### config.mk
export PLATFORM = sky130hd
export DESIGN_NAME = rs485_sensor_poll_master
export DESIGN_NICKNAME = d
export VERILOG_FILES = /design/src/rtl/core/rsp_pkg.sv /design/src/rtl/core/rs485_sensor_poll_master.sv /design/src/rtl/core/rsp_crc16.sv /design/src/rtl/core/rsp_out_reg.sv
export SDC_FILE = /design/constraint.sdc
export NUM_CORES = 1
export LEC_CHECK = 0
export BUFFER_PORTS_ARGS = -buffer_cell sky130_fd_sc_hd__buf_2
export CAP_MARGIN = 10
export CORE_MARGIN = 2
export CORE_UTILIZATION = 60
export CTS_CLUSTER_DIAMETER = 150
export DETAILED_ROUTE_END_ITERATION = 8
export PLACE_DENSITY = 0.81
export SLEW_MARGIN = 5
export SYNTH_ARGS = -nofsm -noshare
export SYNTH_HDL_FRONTEND = slang
export SYNTH_HIERARCHICAL = 1
export SYNTH_SLANG_ARGS = --single-unit
### constraint.sdc
create_clock -name clk -period 11.95 [get_ports clk]
set_input_delay 3.585 -clock clk [delete_from_list [all_inputs] [get_ports clk]]
set_output_delay 3.585 -clock clk [all_outputs]
set_load 0.1 [all_outputs]
### src/rtl/core/rsp_pkg.sv
package rsp_pkg;

	// Register and port widths
	localparam int unsigned FRAME_W    = 48;
	localparam int unsigned TIMEOUT_W  = 16;
	localparam int unsigned RETRY_W    = 4;
	localparam int unsigned CFG_ADDR_W = 2;
	localparam int unsigned CFG_DATA_W = 48;
	localparam int unsigned S_TDATA_W  = 8;
	localparam int unsigned S_TUSER_W  = 2;
	localparam int unsigned M_TDATA_W  = 32;

	// Operation codes (s_tuser)
	localparam logic [1:0] OP_POLL  = 2'd0;
	localparam logic [1:0] OP_RX    = 2'd1;
	localparam logic [1:0] OP_TICK  = 2'd2;
	localparam logic [1:0] OP_START = 2'd3;

	// Register indexes
	localparam logic [CFG_ADDR_W-1:0] REG_FRAME   = 2'd0;
	localparam logic [CFG_ADDR_W-1:0] REG_TIMEOUT = 2'd1;
	localparam logic [CFG_ADDR_W-1:0] REG_RETRIES = 2'd2;

	// Status codes
	localparam logic [1:0] STATUS_NONE = 2'd0;
	localparam logic [1:0] STATUS_NEW  = 2'd1;
	localparam logic [1:0] STATUS_ZERO = 2'd2;
	localparam logic [1:0] STATUS_FAIL = 2'd3;

	// Register reset values and counter limits
	localparam logic [TIMEOUT_W-1:0] TIMEOUT_RESET = 16'd1000;
	localparam logic [RETRY_W-1:0]   RETRIES_RESET = 4'd3;
	localparam logic [RETRY_W-1:0]   RETRY_MAX     = 4'hF;
	localparam logic [TIMEOUT_W-1:0] ELAPSED_MAX   = 16'hFFFF;

	// Modbus CRC-16
	localparam logic [15:0] CRC_INIT = 16'hFFFF;
	localparam logic [15:0] CRC_POLY = 16'hA001;

	typedef struct packed {
		logic [7:0]         tx_byte;
		logic               tx_valid;
		logic signed [15:0] reading;
		logic               mode;
		logic [1:0]         status;
		logic               last;
	} rsp_result_t;

endpackage

### src/rtl/core/rs485_sensor_poll_master.sv
// A step that sends nothing shows its result, registered, in the cycle after acceptance.
// A sending step emits REQUEST_LEN + 2 bytes: each request byte goes bit-serially through
// the CRC and then into the output register, then the two CRC bytes; the sink can stall
// any byte. Throughput: one non-sending step per cycle while the sink does not stall; the
// next item waits for the frame's end.
// Reset: arst_n asynchronous, active low; clears all control state, registers to defaults.
module rs485_sensor_poll_master #(
	parameter int unsigned REQUEST_LEN  = 6,
	parameter int unsigned RESPONSE_LEN = 7
) (
	input  logic                               clk,
	input  logic                               arst_n,
	// configuration write port
	input  logic                               cfg_we,
	input  logic [rsp_pkg::CFG_ADDR_W-1:0]     cfg_addr,
	input  logic [rsp_pkg::CFG_DATA_W-1:0]     cfg_data,
	// request side
	input  logic                               s_tvalid,
	output logic                               s_tready,
	input  logic [rsp_pkg::S_TDATA_W-1:0]      s_tdata,   // [7:0] rx_byte
	input  logic [rsp_pkg::S_TUSER_W-1:0]      s_tuser,   // [1:0] operation
	// result side
	output logic                               m_tvalid,
	input  logic                               m_tready,
	output logic [rsp_pkg::M_TDATA_W-1:0]      m_tdata,   // [7:0] tx_byte, [23:8] reading,
	                                                      // [24] mode, [26:25] status, zero above
	output logic                               m_tuser,   // [0] tx_valid
	output logic                               m_tlast
);

	localparam int unsigned CW  = $clog2(RESPONSE_LEN + 1);  // rx count, holds the depth
	localparam int unsigned IW  = $clog2(RESPONSE_LEN);      // rx store index
	localparam int unsigned IXW = $clog2(REQUEST_LEN + 2);   // frame byte index

	// Frame sequencer states
	typedef enum logic [2:0] {
		ST_IDLE = 3'b001,
		ST_CRC  = 3'b010,
		ST_EMIT = 3'b100
	} state_t;

	// Configuration registers
	logic [rsp_pkg::FRAME_W-1:0]   frame_q;
	logic [rsp_pkg::TIMEOUT_W-1:0] timeout_q;
	logic [rsp_pkg::RETRY_W-1:0]   retries_q;

	// Poller state
	logic                          waiting_q, waiting_d;
	logic                          active_q, active_d;
	logic [CW-1:0]                 count_q, count_d;
	logic signed [15:0]            held_q, held_d;
	logic [rsp_pkg::TIMEOUT_W-1:0] elapsed_q, elapsed_d, elapsed_inc;
	logic [rsp_pkg::RETRY_W-1:0]   attempt_q, attempt_d;
	logic [7:0]                    rx_store_q [RESPONSE_LEN];
	logic [1:0]                    status_d;
	logic                          send;
	logic                          store_we;

	// Sequencer
	state_t                        st_q;
	logic [IXW-1:0]                idx_q;
	logic [2:0]                    bit_cnt_q;
	logic [7:0]                    bit_sh_q;
	logic [rsp_pkg::FRAME_W-1:0]   req_sh_q;
	logic [15:0]                   crc;
	logic [7:0]                    emit_byte;
	logic                          emit_last;

	// Output side
	logic                          accept;
	logic                          out_load;
	logic                          out_can_load;
	logic                          out_valid;
	rsp_pkg::rsp_result_t          out_data;
	rsp_pkg::rsp_result_t          out_q;

	// A request is taken only between frames and when the output slot is free
	assign s_tready = (st_q == ST_IDLE) && out_can_load;
	assign accept   = s_tvalid && s_tready;

	//------------------------------------------------------------------
	// Configuration
	//------------------------------------------------------------------
	always_ff @(posedge clk or negedge arst_n) begin
		if (!arst_n) begin
			frame_q   <= '0;
			timeout_q <= rsp_pkg::TIMEOUT_RESET;
			retries_q <= rsp_pkg::RETRIES_RESET;
		end else if (cfg_we) begin
			case (cfg_addr)
				rsp_pkg::REG_FRAME:   frame_q   <= cfg_data[rsp_pkg::FRAME_W-1:0];
				rsp_pkg::REG_TIMEOUT: timeout_q <= cfg_data[rsp_pkg::TIMEOUT_W-1:0];
				rsp_pkg::REG_RETRIES: retries_q <= cfg_data[rsp_pkg::RETRY_W-1:0];
				default: ;
			endcase
		end
	end

	//------------------------------------------------------------------
	// Step decode: next poller state for the request on the input
	//------------------------------------------------------------------
	assign elapsed_inc = (elapsed_q != rsp_pkg::ELAPSED_MAX) ?
	                     elapsed_q + 16'd1 : elapsed_q;

	always_comb begin
		waiting_d = waiting_q;
		active_d  = active_q;
		count_d   = count_q;
		held_d    = held_q;
		elapsed_d = elapsed_q;
		attempt_d = attempt_q;
		status_d  = rsp_pkg::STATUS_NONE;
		send      = 1'b0;
		store_we  = 1'b0;
		case (s_tuser)
			rsp_pkg::OP_POLL: begin
				if (!waiting_q) begin
					send = 1'b1;
				end else if (count_q >= CW'(RESPONSE_LEN)) begin
					// response complete: value is big-endian in bytes 3 and 4
					if ({rx_store_q[3], rx_store_q[4]} != 16'h0000) begin
						held_d   = {rx_store_q[3], rx_store_q[4]};
						status_d = rsp_pkg::STATUS_NEW;
					end else begin
						status_d = rsp_pkg::STATUS_ZERO;
					end
					count_d   = '0;
					waiting_d = 1'b0;
					active_d  = 1'b0;
				end
			end
			rsp_pkg::OP_RX: begin
				// bytes beyond a full store are dropped
				if (count_q < CW'(RESPONSE_LEN)) begin
					store_we = 1'b1;
					count_d  = count_q + CW'(1);
				end
			end
			rsp_pkg::OP_TICK: begin
				// ticks count only while a read is armed and a reply is awaited
				if (active_q && waiting_q) begin
					elapsed_d = elapsed_inc;
					if (elapsed_inc >= timeout_q) begin
						if (attempt_q >= retries_q) begin
							waiting_d = 1'b0;
							active_d  = 1'b0;
							status_d  = rsp_pkg::STATUS_FAIL;
						end else begin
							send = 1'b1;
						end
					end
				end
			end
			rsp_pkg::OP_START: begin
				// abandons any wait and arms a fresh read
				active_d  = 1'b1;
				waiting_d = 1'b0;
				attempt_d = '0;
				elapsed_d = '0;
			end
			default: ;
		endcase
		if (send) begin
			count_d   = '0;
			waiting_d = 1'b1;
			elapsed_d = '0;
			// attempts counted only for an armed read, saturating
			if (active_q && attempt_q != rsp_pkg::RETRY_MAX) begin
				attempt_d = attempt_q + 4'd1;
			end
		end
	end

	always_ff @(posedge clk or negedge arst_n) begin
		if (!arst_n) begin
			waiting_q <= 1'b0;
			active_q  <= 1'b0;
			count_q   <= '0;
			held_q    <= '0;
			elapsed_q <= '0;
			attempt_q <= '0;
		end else if (accept) begin
			waiting_q <= waiting_d;
			active_q  <= active_d;
			count_q   <= count_d;
			held_q    <= held_d;
			elapsed_q <= elapsed_d;
			attempt_q <= attempt_d;
		end
	end

	// Receive store: entries hold garbage until written, only ever read when full
	for (genvar e = 0; e < RESPONSE_LEN; e++) begin : g_store
		always_ff @(posedge clk) begin
			if (accept && store_we && count_q[IW-1:0] == IW'(e)) begin
				rx_store_q[e] <= s_tdata[7:0];
			end
		end
	end

	//------------------------------------------------------------------
	// Frame sequencer: each request byte is shifted LSB first through the
	// CRC and then put into the output register; the two CRC
	// bytes follow, low byte first.
	//------------------------------------------------------------------
	assign emit_last = (idx_q == IXW'(REQUEST_LEN + 1));

	always_comb begin
		if (idx_q < IXW'(REQUEST_LEN)) begin
			emit_byte = req_sh_q[rsp_pkg::FRAME_W-1 -: 8];
		end else if (idx_q == IXW'(REQUEST_LEN)) begin
			emit_byte = crc[7:0];
		end else begin
			emit_byte = crc[15:8];
		end
	end

	always_ff @(posedge clk or negedge arst_n) begin
		if (!arst_n) begin
			st_q      <= ST_IDLE;
			idx_q     <= '0;
			bit_cnt_q <= '0;
		end else begin
			case (st_q)
				ST_IDLE: begin
					if (accept && send) begin
						st_q      <= ST_CRC;
						idx_q     <= '0;
						bit_cnt_q <= '0;
					end
				end
				ST_CRC: begin
					bit_cnt_q <= bit_cnt_q + 3'd1;
					if (bit_cnt_q == 3'd7) begin
						st_q <= ST_EMIT;
					end
				end
				ST_EMIT: begin
					if (out_can_load) begin
						idx_q <= idx_q + IXW'(1);
						if (emit_last) begin
							st_q <= ST_IDLE;
						end else if (idx_q < IXW'(REQUEST_LEN - 1)) begin
							st_q <= ST_CRC;
						end
					end
				end
				default: st_q <= ST_IDLE;
			endcase
		end
	end

	// Shift registers: request bytes leave from the top, zeros fill in behind
	always_ff @(posedge clk) begin
		if (st_q == ST_IDLE && accept && send) begin
			req_sh_q <= frame_q;
			bit_sh_q <= frame_q[rsp_pkg::FRAME_W-1 -: 8];
		end else if (st_q == ST_CRC) begin
			bit_sh_q <= {1'b0, bit_sh_q[7:1]};
		end else if (st_q == ST_EMIT && out_can_load && idx_q < IXW'(REQUEST_LEN - 1)) begin
			req_sh_q <= {req_sh_q[rsp_pkg::FRAME_W-9:0], 8'h00};
			bit_sh_q <= req_sh_q[rsp_pkg::FRAME_W-9 -: 8];
		end
	end

	rsp_crc16 u_crc (
		.clk    (clk),
		.arst_n (arst_n),
		.init   (st_q == ST_IDLE && accept && send),
		.shift  (st_q == ST_CRC),
		.bit_in (bit_sh_q[0]),
		.crc    (crc)
	);

	//------------------------------------------------------------------
	// Output register
	//------------------------------------------------------------------
	assign out_load = (accept && !send) || (st_q == ST_EMIT && out_can_load);

	always_comb begin
		if (st_q == ST_EMIT) begin
			out_data.tx_byte  = emit_byte;
			out_data.tx_valid = 1'b1;
			out_data.reading  = held_q;
			out_data.mode     = waiting_q;
			out_data.status   = rsp_pkg::STATUS_NONE;
			out_data.last     = emit_last;
		end else begin
			// single result of a step that sends nothing
			out_data.tx_byte  = 8'h00;
			out_data.tx_valid = 1'b0;
			out_data.reading  = held_d;
			out_data.mode     = waiting_d;
			out_data.status   = status_d;
			out_data.last     = 1'b1;
		end
	end

	rsp_out_reg u_out (
		.clk      (clk),
		.arst_n   (arst_n),
		.load     (out_load),
		.data     (out_data),
		.ready    (m_tready),
		.valid    (out_valid),
		.q        (out_q),
		.can_load (out_can_load)
	);

	assign m_tvalid = out_valid;
	assign m_tdata  = {5'b00000, out_q.status, out_q.mode, out_q.reading, out_q.tx_byte};
	assign m_tuser  = out_q.tx_valid;
	assign m_tlast  = out_q.last;

endmodule

### src/rtl/core/rsp_crc16.sv
// Bit-serial Modbus CRC-16, data LSB first.
module rsp_crc16 (
	input  logic        clk,
	input  logic        arst_n,
	input  logic        init,
	input  logic        shift,
	input  logic        bit_in,
	output logic [15:0] crc
);

	logic [15:0] crc_q;
	logic        fb;

	assign fb  = crc_q[0] ^ bit_in;
	assign crc = crc_q;

	always_ff @(posedge clk or negedge arst_n) begin
		if (!arst_n) begin
			crc_q <= rsp_pkg::CRC_INIT;
		end else if (init) begin
			crc_q <= rsp_pkg::CRC_INIT;
		end else if (shift) begin
			crc_q <= {1'b0, crc_q[15:1]} ^ (fb ? rsp_pkg::CRC_POLY : 16'h0000);
		end
	end

endmodule

### src/rtl/core/rsp_out_reg.sv
// One-entry output holding register.
module rsp_out_reg (
	input  logic                 clk,
	input  logic                 arst_n,
	input  logic                 load,
	input  rsp_pkg::rsp_result_t data,
	input  logic                 ready,
	output logic                 valid,
	output rsp_pkg::rsp_result_t q,
	output logic                 can_load
);

	logic                 valid_q;
	rsp_pkg::rsp_result_t data_q;

	assign valid    = valid_q;
	assign q        = data_q;
	assign can_load = !valid_q || ready;

	always_ff @(posedge clk or negedge arst_n) begin
		if (!arst_n) begin
			valid_q <= 1'b0;
		end else if (load) begin
			valid_q <= 1'b1;
		end else if (ready) begin
			valid_q <= 1'b0;
		end
	end

	always_ff @(posedge clk) begin
		if (load) begin
			data_q <= data;
		end
	end

endmodule

## Word-level counts from Yosys, hierarchy flattened

Memories as Yosys holds them, arrays and structs flattened.
Cells that the tools add are included.

- Flip-flop bits (word level): 220
- RAM bits: 56
- Input port bits: 65
- Output and inout bits: 36
- Word-level logic and storage cells: 219
- Memories kept: 1

Memories:

| name | depth | width | read ports | clocked after memory_dff | write ports | RTL line | RTL |
|---|---|---|---|---|---|---|---|
| rx_store_q | 7 | 8 | 2 | 0 | 1 | rs485_sensor_poll_master.sv:54 | `logic [7:0] rx_store_q [RESPONSE_LEN];` |

- Add/subtract/negate cells: 5
- Magnitude comparators: 6
- Equal/unequal tests: 33
- Multiplexer cells: 99
- Bitwise logic cells: 2
- Reductions and logical operators: 51

Operator list:

| operator | count |
|---|---|
| 16-bit 2-to-1 mux | 10 |
| 48-bit 2-to-1 mux | 3 |
| 8-bit 2-to-1 mux | 11 |
| 3-bit 2-to-1 mux | 17 |
| 8-bit OR reduction | 6 |
| 1-bit 2-to-1 mux | 39 |
| 16-bit case mux with 2 select lines | 1 |
| 3-bit == test, second input constant | 7 |
| 21-bit 2-to-1 mux | 1 |
| 1-bit logical AND | 18 |
| 3-bit case mux with 2 select lines | 3 |
| 16-bit by 1-bit adder with 16-bit output, second input constant | 1 |
| 16-bit greater-or-equal comparator | 1 |
| 16-bit != test, second input constant | 1 |
| 16-bit nonzero test | 1 |
| 15-bit by 16-bit XOR with 16-bit output | 1 |
| 3-bit != test, second input constant | 5 |
| 2-bit != test, second input constant | 7 |
| 2-bit 2-to-1 mux | 6 |
| 4-bit 2-to-1 mux | 3 |
| 3-bit nonzero test | 4 |
| 2-bit AND reduction | 5 |
| 2-bit nonzero test | 5 |
| 3-bit by 1-bit adder with 3-bit output, second input constant | 3 |
| 23 further kinds | 37 |

## Longest topological paths before layout

Gate-level depths: netlist (run 1).

- Depth after elaboration: 15
- Depth in mapped cells: 18

## Modules after synthesis

The synthesis (run 1) kept the hierarchy.

By module, submodules not included:

| module | instances | cells an instance | area an instance (um2) | seq. area each (um2) |
|---|---|---|---|---|
| rs485_sensor_poll_master | 1 | 702 | 9,165.0 | 5,126.2 |
| rsp_out_reg | 1 | 32 | 918.4 | 895.9 |
| rsp_crc16 | 1 | 57 | 703.2 | 420.4 |

## Worst setup path before layout (run 1)

OpenSTA, ideal clock, no wires.

- Path type: input-to-output
- Start point: input port m_tready
- End point: output port s_tready
- Arrival time: 4,365 ps
- Path slack: 4,000 ps
- Stages on the path: 2
- Path buffers: 0
- Path through: nand2b_4 -> and4bb_2

- Longest elaborated chain between the ends: 2

Ends and longest elaborated chain:

| what | RTL line | RTL |
|---|---|---|
| from (decl) | rs485_sensor_poll_master.sv:24 | `input logic m_tready,` |
| 1-bit logical OR | rsp_out_reg.sv:18 | `assign can_load = !valid_q \|\| ready;` |
| 1-bit logical AND | rs485_sensor_poll_master.sv:78 | `assign s_tready = (st_q == ST_IDLE) && out_can_load;` |
| to (decl) | rs485_sensor_poll_master.sv:19 | `output logic s_tready,` |

Every way passes these cells.

## Final worst setup path (run 1)

- Start point: input port m_tready
- End point: output port s_tready

- Longest elaborated chain between the ends: 2

Ends and longest elaborated chain:

| what | RTL line | RTL |
|---|---|---|
| 1-bit logical OR | rsp_out_reg.sv:18 |  |
| named net out_can_load | rs485_sensor_poll_master.sv:72 | `logic out_can_load;` |
| 1-bit logical AND | rs485_sensor_poll_master.sv:78 |  |

The timed path passes the listed nets, and every way through them passes these cells.

==> impl_metrics.py, run 1 <==
metrics = {
    "sta": {
        "hold_viol": 0,
        "setup_viol": 0,
        "worst_slew_pin_slew_ps": 972.5,
        "min_period_over_period": 0.6774,
        "timing.hold.ws_ps": 496.1,
        "slew_viol_final": 0,
        "period_minus_slack_ps": 8095,
        "rsz0062_at_grt": "no",
        "fin_ws_ps": 3855,
        "skew_ps": 9.719,
        "max_slew_margin": 0.3517,
        "tns_ps": 0,
        "max_freq_mhz": 123.5,
    },
    "layout": {
        "area_growth_syn_to_layout_pct": 12.88,
        "fin_cells": 1131,
        "ff_latch_area_um2": 6442,
        "n_antenna_cell": 0,
        "fill_cells": 1220,
        "drive_gt1_frac": 0.3537,
        "multiInputGateArea_um2": 4048,
        "final_nets": 981,
    },
    "synthesis": {
        "ys_seq_area_frac": 0.5973,
        "postSynthAreaPerCell_um2": 13.64,
        "ys_warn_count": 6,
        "netlist_instances": 791,
        "ys_types": 69,
        "ys_seq_elements": 236,
        "synth_compound_area_frac": 0.08282,
        "synth_fa_ha_area_frac": 0.03596,
        "synth_top_family_by_area": "multiplexers",
        "synthXorXnorAreaFrac": 0.009744,
        "synthSimpleGateAreaFrac": 0.08537,
        "synthFlopType": "dfrtp_1",
        "synth_edf_count": 101,
        "synth.area.mux_share": 0.1586,
        "async_reset_ff_frac": 0.5720,
        "syn_area_um2": 10790,
    },
    "pwr": {
        "netSwitchingFraction": 0.2897,
        "power_switching_w": 0.0006379,
        "powerDensity_nw_per_um2": 180.9,
        "clockPowerShare": 0.325,
        "p_comb_frac": 0.189,
        "p_int_w": 0.001564,
        "seqPwrFrac": 0.485,
        "ir_drop_mv": 0.1651,
        "power_leakage_nw": 5.196,
    },
    "grt": {
        "grt_pass1_vias": 6446,
        "antenna_found_initial": 0,
        "grt_overflow": 0,
        "grt_max_degree": 80,
        "grt_pass1_wl_um": 33880,
        "grt_use_total": 0.2159,
    },
    "floorplanning": {
        "core-area_um2": 17780,
        "die_h_um": 138.1,
        "fp-row-count": 49,
        "die_x_um": 138.1,
        "ios": 101,
        "start_util": 0.6067,
        "die_area_um2": 19070,
    },
    "placed_design": {
        "gp_congestion": 0.8428,
        "dp_slack_ps": 3856,
        "dp_hpwl_um": 13440,
        "port_buffers": 95,
        "dp_cells": 1088,
    },
    "route": {
        "wl_per_cell_um": 18.21,
        "drt_iter0_drc": 536,
        "viasPerCell": 5.882,
        "drc": 0,
        "drt_first_pass_iters": 5,
        "drtAntennaViolNets": 0,
        "routed_wl_um": 20600,
        "vias": 6652,
    },
    "clock_network": {
        "clockBufferDepth": 3,
        "cts_tree": "done",
        "path_clk_slew_ps": 60,
        "post-cts-setup-buffer-count": 0,
        "ctsResizeCount": 0,
        "h-tree-depth": 1,
        "holdBufCountCts": 0,
        "cts.sinks": 236,
        "cts_root_buf": "clkbuf_16",
        "cts_buffers": 24,
        "insertion_delay_ps": 510,
    },
    "worst_setup_path": {
        "rrSetupSlack_ps": 6860,
        "arrival_ps": 4510,
        "worst_setup_path_end_kind": "output port",
        "path_cells": "buf_2 -> nand2b_4 -> and4bb_2 -> buf_2",
        "crit_path_start_kind": "input pin",
        "timing.rr.end": "u_out/q[20]",
        "r2r_start": "elapsed_q[0]",
        "critPathSlowestCell": "buf_2",
        "critical_path.most_common_cell": "buf_2",
        "r2r_cells": 12,
        "worstPathRequired_ps": 8370,
        "path_max_fanout": 9,
        "criticalPathCategory": "in2out",
        "max_stage_delay_ps": 430,
    },
    "min_path": {
        "holdCritPathClass": "reg2reg",
        "worstHoldEndpoint": "frame_q[5]",
        "holdPathStages": 1,
        "min_from": "frame_q[5]",
    },
    "outcome": {
        "status": "finished, final reports clean",
    },
    "flow_run": {
        "cap_violations": 0,
    },
}
[stage by stage]
| step | total power, W | utilization | cell area (um^2) |
|---|---|---|---|
| floorplan | 0.001400 | - | 10800 |
| global placement | 0.001481 | 0.6422 | 11420 |
| detailed placement | 0.001499 | 0.6422 | 11420 |
| CTS | 0.002221 | 0.6848 | 12180 |
| global route | 0.002300 | 0.6848 | 12180 |
| finish | 0.002202 | 0.6848 | 12180 |
[state kept, by name, summed over array words and instances (netlist names), 3 cells and up]
signal,flops
bit_sh_q,8
count_q,3
idx_q,3
u_out/q,29
req_sh_q,48
st_q,3
bit_cnt_q,3
u_crc/crc,16
rx_store_q,16
attempt_q,4
held_q,16
elapsed_q,16
timeout_q,16
frame_q,48
retries_q,4
[worst max-delay path, delay by kind of cell]
family	cells	cell delay (ps)
AND/OR/NAND/NOR	2	420
buffers and inverters	2	510
[routing by layer]
| metal | up-vias | track usage | wire (um) |
|---|---|---|---|
| li1 | 3119 | - | - |
| met1 | 3300 | 0.3049 | 9149 |
| met2 | 199 | 0.3546 | 9966 |
| met3 | 34 | 0.03187 | 995 |
| met4 | 0 | 0.06122 | 488 |
| met5 | - | 0 | 0 |
[cells in the mapped netlist (3+ instances only)]
cell type | n | share of area
nor4_1 | 5 | 0.0029
buf_4 | 5 | 0.0035
mux2_2 | 143 | 0.15
o21ai_0 | 16 | 0.0074
inv_1 | 31 | 0.011
nand2b_1 | 6 | 0.0035
dfstp_2 | 25 | 0.061
mux2i_1 | 10 | 0.0093
edfxtp_1 | 101 | 0.28
ha_1 | 31 | 0.036
nor3b_1 | 3 | 0.0021
nor3_1 | 9 | 0.0042
buf_2 | 4 | 0.0019
a221o_1 | 7 | 0.0065
o211ai_1 | 7 | 0.0049
or2_2 | 5 | 0.0029
o21bai_1 | 3 | 0.0021
a22o_1 | 15 | 0.012
dfrtp_1 | 110 | 0.26
buf_6 | 5 | 0.0052
nand3_1 | 15 | 0.0070
and2_1 | 35 | 0.020
a211o_1 | 13 | 0.011
nand3b_1 | 5 | 0.0035
a21oi_1 | 11 | 0.0051
a211oi_1 | 11 | 0.0077
a31oi_1 | 7 | 0.0041
nand4_1 | 5 | 0.0029
and3_1 | 7 | 0.0041
nor2_1 | 24 | 0.0084
xor2_1 | 6 | 0.0049
clkbuf_1 | 19 | 0.0066
nand2_1 | 43 | 0.015
xnor2_1 | 6 | 0.0049
[cell type report]
class | count | share of cell area
Multi-Input combinational cell | 490 | 0.3324
Sequential cell | 236 | 0.5291
Inverter | 34 | 0.01069
Tap cell | 229 | 0.02353
Clock inverter | 12 | 0.007296
Timing Repair Buffer | 99 | 0.04203
Clock buffer | 31 | 0.05488
[cells in the final DEF, fill, tap and decap left out, types with 7 or more instances in the layout]
| master | instances |
|---|---|
| a21oi_1 | 11 |
| nor3_1 | 9 |
| mux2_2 | 143 |
| mux2i_1 | 10 |
| nand2_1 | 42 |
| a211oi_1 | 11 |
| a22o_1 | 15 |
| dfrtp_1 | 110 |
| nand3_1 | 15 |
| a31oi_1 | 7 |
| nor2_1 | 24 |
| ha_1 | 31 |
| o211ai_1 | 7 |
| and2_1 | 35 |
| inv_1 | 31 |
| buf_2 | 94 |
| dfstp_2 | 25 |
| edfxtp_1 | 101 |
| a221o_1 | 7 |
| a211o_1 | 13 |
| o21ai_0 | 15 |
| and3_1 | 7 |
| clkbuf_16 | 25 |
[kinds of logic after synthesis]
family | count (synthesis)
AO/OA/AOI/OAI | 116
XOR/XNOR | 12
buffers and inverters | 69
AND/OR/NAND/NOR | 173
adder cells (fa/ha/maj) | 31
flip-flops | 236
other | 1
multiplexers | 153
[power groups by stage]
| stage | Clock, W | Sequential [W] | Combinational (W) |
|---|---|---|---|
| floorplan | 0 | 0.00115 | 0.000246 |
| global placement | 0 | 0.00108 | 0.000405 |
| detailed placement | 0 | 0.00108 | 0.000417 |
| CTS | 0.000732 | 0.00107 | 0.000420 |
| global route | 0.000759 | 0.00108 | 0.000456 |
| finish | 0.000717 | 0.00107 | 0.000417 |
[worst max-delay path by stage]
stage               startpoint        to  slack (ps)  cells after the start
detailed placement    m_tready  s_tready        3860                      4
floorplan             m_tready  s_tready        4000                      2
global placement      m_tready  s_tready        3870                      4
finish                m_tready  s_tready        3860                      4
CTS                   m_tready  s_tready        3850                      4
global route          m_tready  s_tready        3800                      4
(Power assumes the default switching activity.)
==> inputs of run 2 (changes only) <==
--- a/config.mk
+++ b/config.mk
@@ -8,10 +8,10 @@
 export BUFFER_PORTS_ARGS = -buffer_cell sky130_fd_sc_hd__buf_2
 export CAP_MARGIN = 10
 export CORE_MARGIN = 2
-export CORE_UTILIZATION = 60
+export CORE_UTILIZATION = 54
 export CTS_CLUSTER_DIAMETER = 150
 export DETAILED_ROUTE_END_ITERATION = 8
-export PLACE_DENSITY = 0.81
+export PLACE_DENSITY = 0.77
 export SLEW_MARGIN = 5
 export SYNTH_ARGS = -nofsm -noshare
 export SYNTH_HDL_FRONTEND = slang
==> constraint.sdc (replaced) <==
create_clock -name clk -period 6.55 [get_ports clk]
set_input_delay 1.965 -clock clk [delete_from_list [all_inputs] [get_ports clk]]
set_output_delay 1.965 -clock clk [all_outputs]
set_load 0.1 [all_outputs]
==> run 2 against run 1 <==
Die area is 11% higher; clock power is 97% higher; routed wire length is 0.44% higher; hold slack improved by 4.3 ps; count of clock-buffer cells in the layout stayed put; critical path type is now reg2reg.
==> impl_metrics.py, run 2 (synthesized netlist as in run 1, its figures left out) <==
metrics = {
    "floorplanning": {
        "core-area_um2": 19530,
        "ios": 101,
        "die_x_um": 145.3,
        "die_h_um": 145.3,
        "die_area_um2": 21120,
        "fp-row-count": 51,
        "start_util": 0.5524,
    },
    "layout": {
        "multiInputGateArea_um2": 4048,
        "n_antenna_cell": 0,
        "final_common_cell": "mux2_2",
        "post-route-util": 0.6292,
        "ff_latch_area_um2": 6442,
        "fill_cells": 1493,
        "area_growth_syn_to_layout_pct": 13.91,
        "drive_gt1_frac": 0.3602,
        "final_nets": 982,
        "mostFrequentLayoutCells": "143 x mux2_2, 110 x dfrtp_1, 101 x edfxtp_1",
    },
    "clock_network": {
        "ctsResizeCount": 0,
        "insertion_delay_ps": 520,
        "cts_buffers": 25,
        "cts_root_buf": "clkbuf_16",
        "path_clk_slew_ps": 60,
        "cts_tree": "done",
        "holdBufCountCts": 0,
        "h-tree-depth": 1,
        "clockBufferDepth": 3,
        "post-cts-setup-buffer-count": 0,
        "cts.sinks": 236,
    },
    "route": {
        "drt_first_pass_iters": 5,
        "vias": 6613,
        "drtAntennaViolNets": 0,
        "viasPerCell": 5.652,
        "wl_per_cell_um": 17.68,
        "routed_wl_um": 20690,
        "drc": 0,
        "drt_iter0_drc": 396,
    },
    "sta": {
        "skew_ps": 16.90,
        "worst_slew_pin_slew_ps": 1015,
        "rsz0062_at_grt": "no",
        "max_slew_margin": 0.3212,
        "tns_ps": 0,
        "max_freq_mhz": 204.8,
        "period_minus_slack_ps": 4884,
        "setup_viol": 0,
        "min_period_over_period": 0.7456,
        "hold_viol": 0,
        "slew_viol_final": 0,
    },
    "grt": {
        "grt_max_degree": 89,
        "grt_pass1_vias": 6584,
        "grt_use_total": 0.1949,
        "grt_overflow": 0,
        "grt_pass1_wl_um": 33940,
        "antenna_found_initial": 0,
    },
    "worst_setup_path": {
        "crit_path_start_kind": "register",
        "r2r_start": "elapsed_q[0]",
        "worst_setup_path_end_kind": "register",
        "timing.rr.end": "u_out/q[21]",
        "rrSetupSlack_ps": 1670,
        "r2r_cells": 12,
        "arrival_ps": 5060,
        "criticalPathCategory": "reg2reg",
        "path_max_fanout": 30,
        "worstPathRequired_ps": 6730,
    },
    "pwr": {
        "seqPwrFrac": 0.472,
        "ir_drop_mv": 0.2029,
        "p_int_w": 0.002934,
        "power_switching_w": 0.001189,
        "clockPowerShare": 0.342,
        "power_w": 0.004124,
        "powerDensity_nw_per_um2": 335.6,
        "p_comb_frac": 0.186,
        "netSwitchingFraction": 0.2884,
        "power_leakage_nw": 5.239,
    },
    "min_path": {
        "holdCritPathClass": "reg2reg",
        "min_from": "frame_q[2]",
        "worstHoldEndpoint": "frame_q[2]",
        "holdPathStages": 1,
    },
    "placed_design": {
        "dp_hpwl_um": 13420,
        "gp_congestion": 0.8425,
        "port_buffers": 95,
    },
    "outcome": {
        "status": "finished, final reports clean",
    },
    "flow_run": {
        "cap_violations": 0,
    },
}
==> run 2: cell type report <==
cell class / count / share of cell area
clock buffer: 31 / 0.05356
tap: 265 / 0.02699
timing repair buffer: 99 / 0.04165
inverter: 34 / 0.01059
multi-input combinational: 490 / 0.3294
clock inverter: 15 / 0.01344
sequential: 236 / 0.5243
==> run 2: worst max-delay path by stage <==
stage | startpoint | end | slack (ps) | cells after the start
floorplan | m_tready | u_out/valid | 890 | 5
CTS | m_tready | s_tready | 1680 | 4
finish | elapsed_q[0] | u_out/q[21] | 1670 | 12
detailed placement | m_tready | s_tready | 1690 | 4
global placement | m_tready | s_tready | 1710 | 4
global route | elapsed_q[0] | u_out/q[18] | 1230 | 12
==> run 2: routing by layer <==
layer  global-route usage  vias to the layer above  share of wire
li1                     -                     3114              -
met1               0.2741                     3293           0.46
met2               0.3204                      180           0.48
met3              0.03354                       26          0.049
met4              0.04608                        0          0.017
met5                    0                        -              0
==> run 2: power groups by stage <==
stage | Combinational, W | Clock [W] | Sequential (W)
after global routing | 0.000834 | 0.00150 | 0.00197
after CTS | 0.000774 | 0.00144 | 0.00194
after global placement | 0.000749 | 0 | 0.00196
final | 0.000767 | 0.00141 | 0.00195
after detailed placement | 0.000767 | 0 | 0.00197
after floorplan | 0.000448 | 0 | 0.00211
==> run 2: metrics by stage <==
step | instances | cell area [um^2] | hold WS [ps] | setup slack [ps]
2_1_floorplan | 795 | 10800 | 472.1 | 893.4
3_3_place_gp | 1124 | 11460 | 480.8 | 1709
3_5_place_dp | 1124 | 11460 | 486.7 | 1692
4_1_cts | 1170 | 12290 | 501.0 | 1685
5_1_grt | 1170 | 12290 | 513.5 | 1229
6_report | 1170 | 12290 | 500.4 | 1666
==> run 2: worst max-delay path, cell delays in order, from the launching register on <==
cell      delay, ps
dfrtp_1         440
ha_1            220
nand3_1         210
or3_1           580
xnor2_1         250
ha_1            260
nand2b_1        140
a2111o_1        400
a32o_2          300
o21bai_1        640
o21ai_0         470
o21ai_2         220
buf_4           360
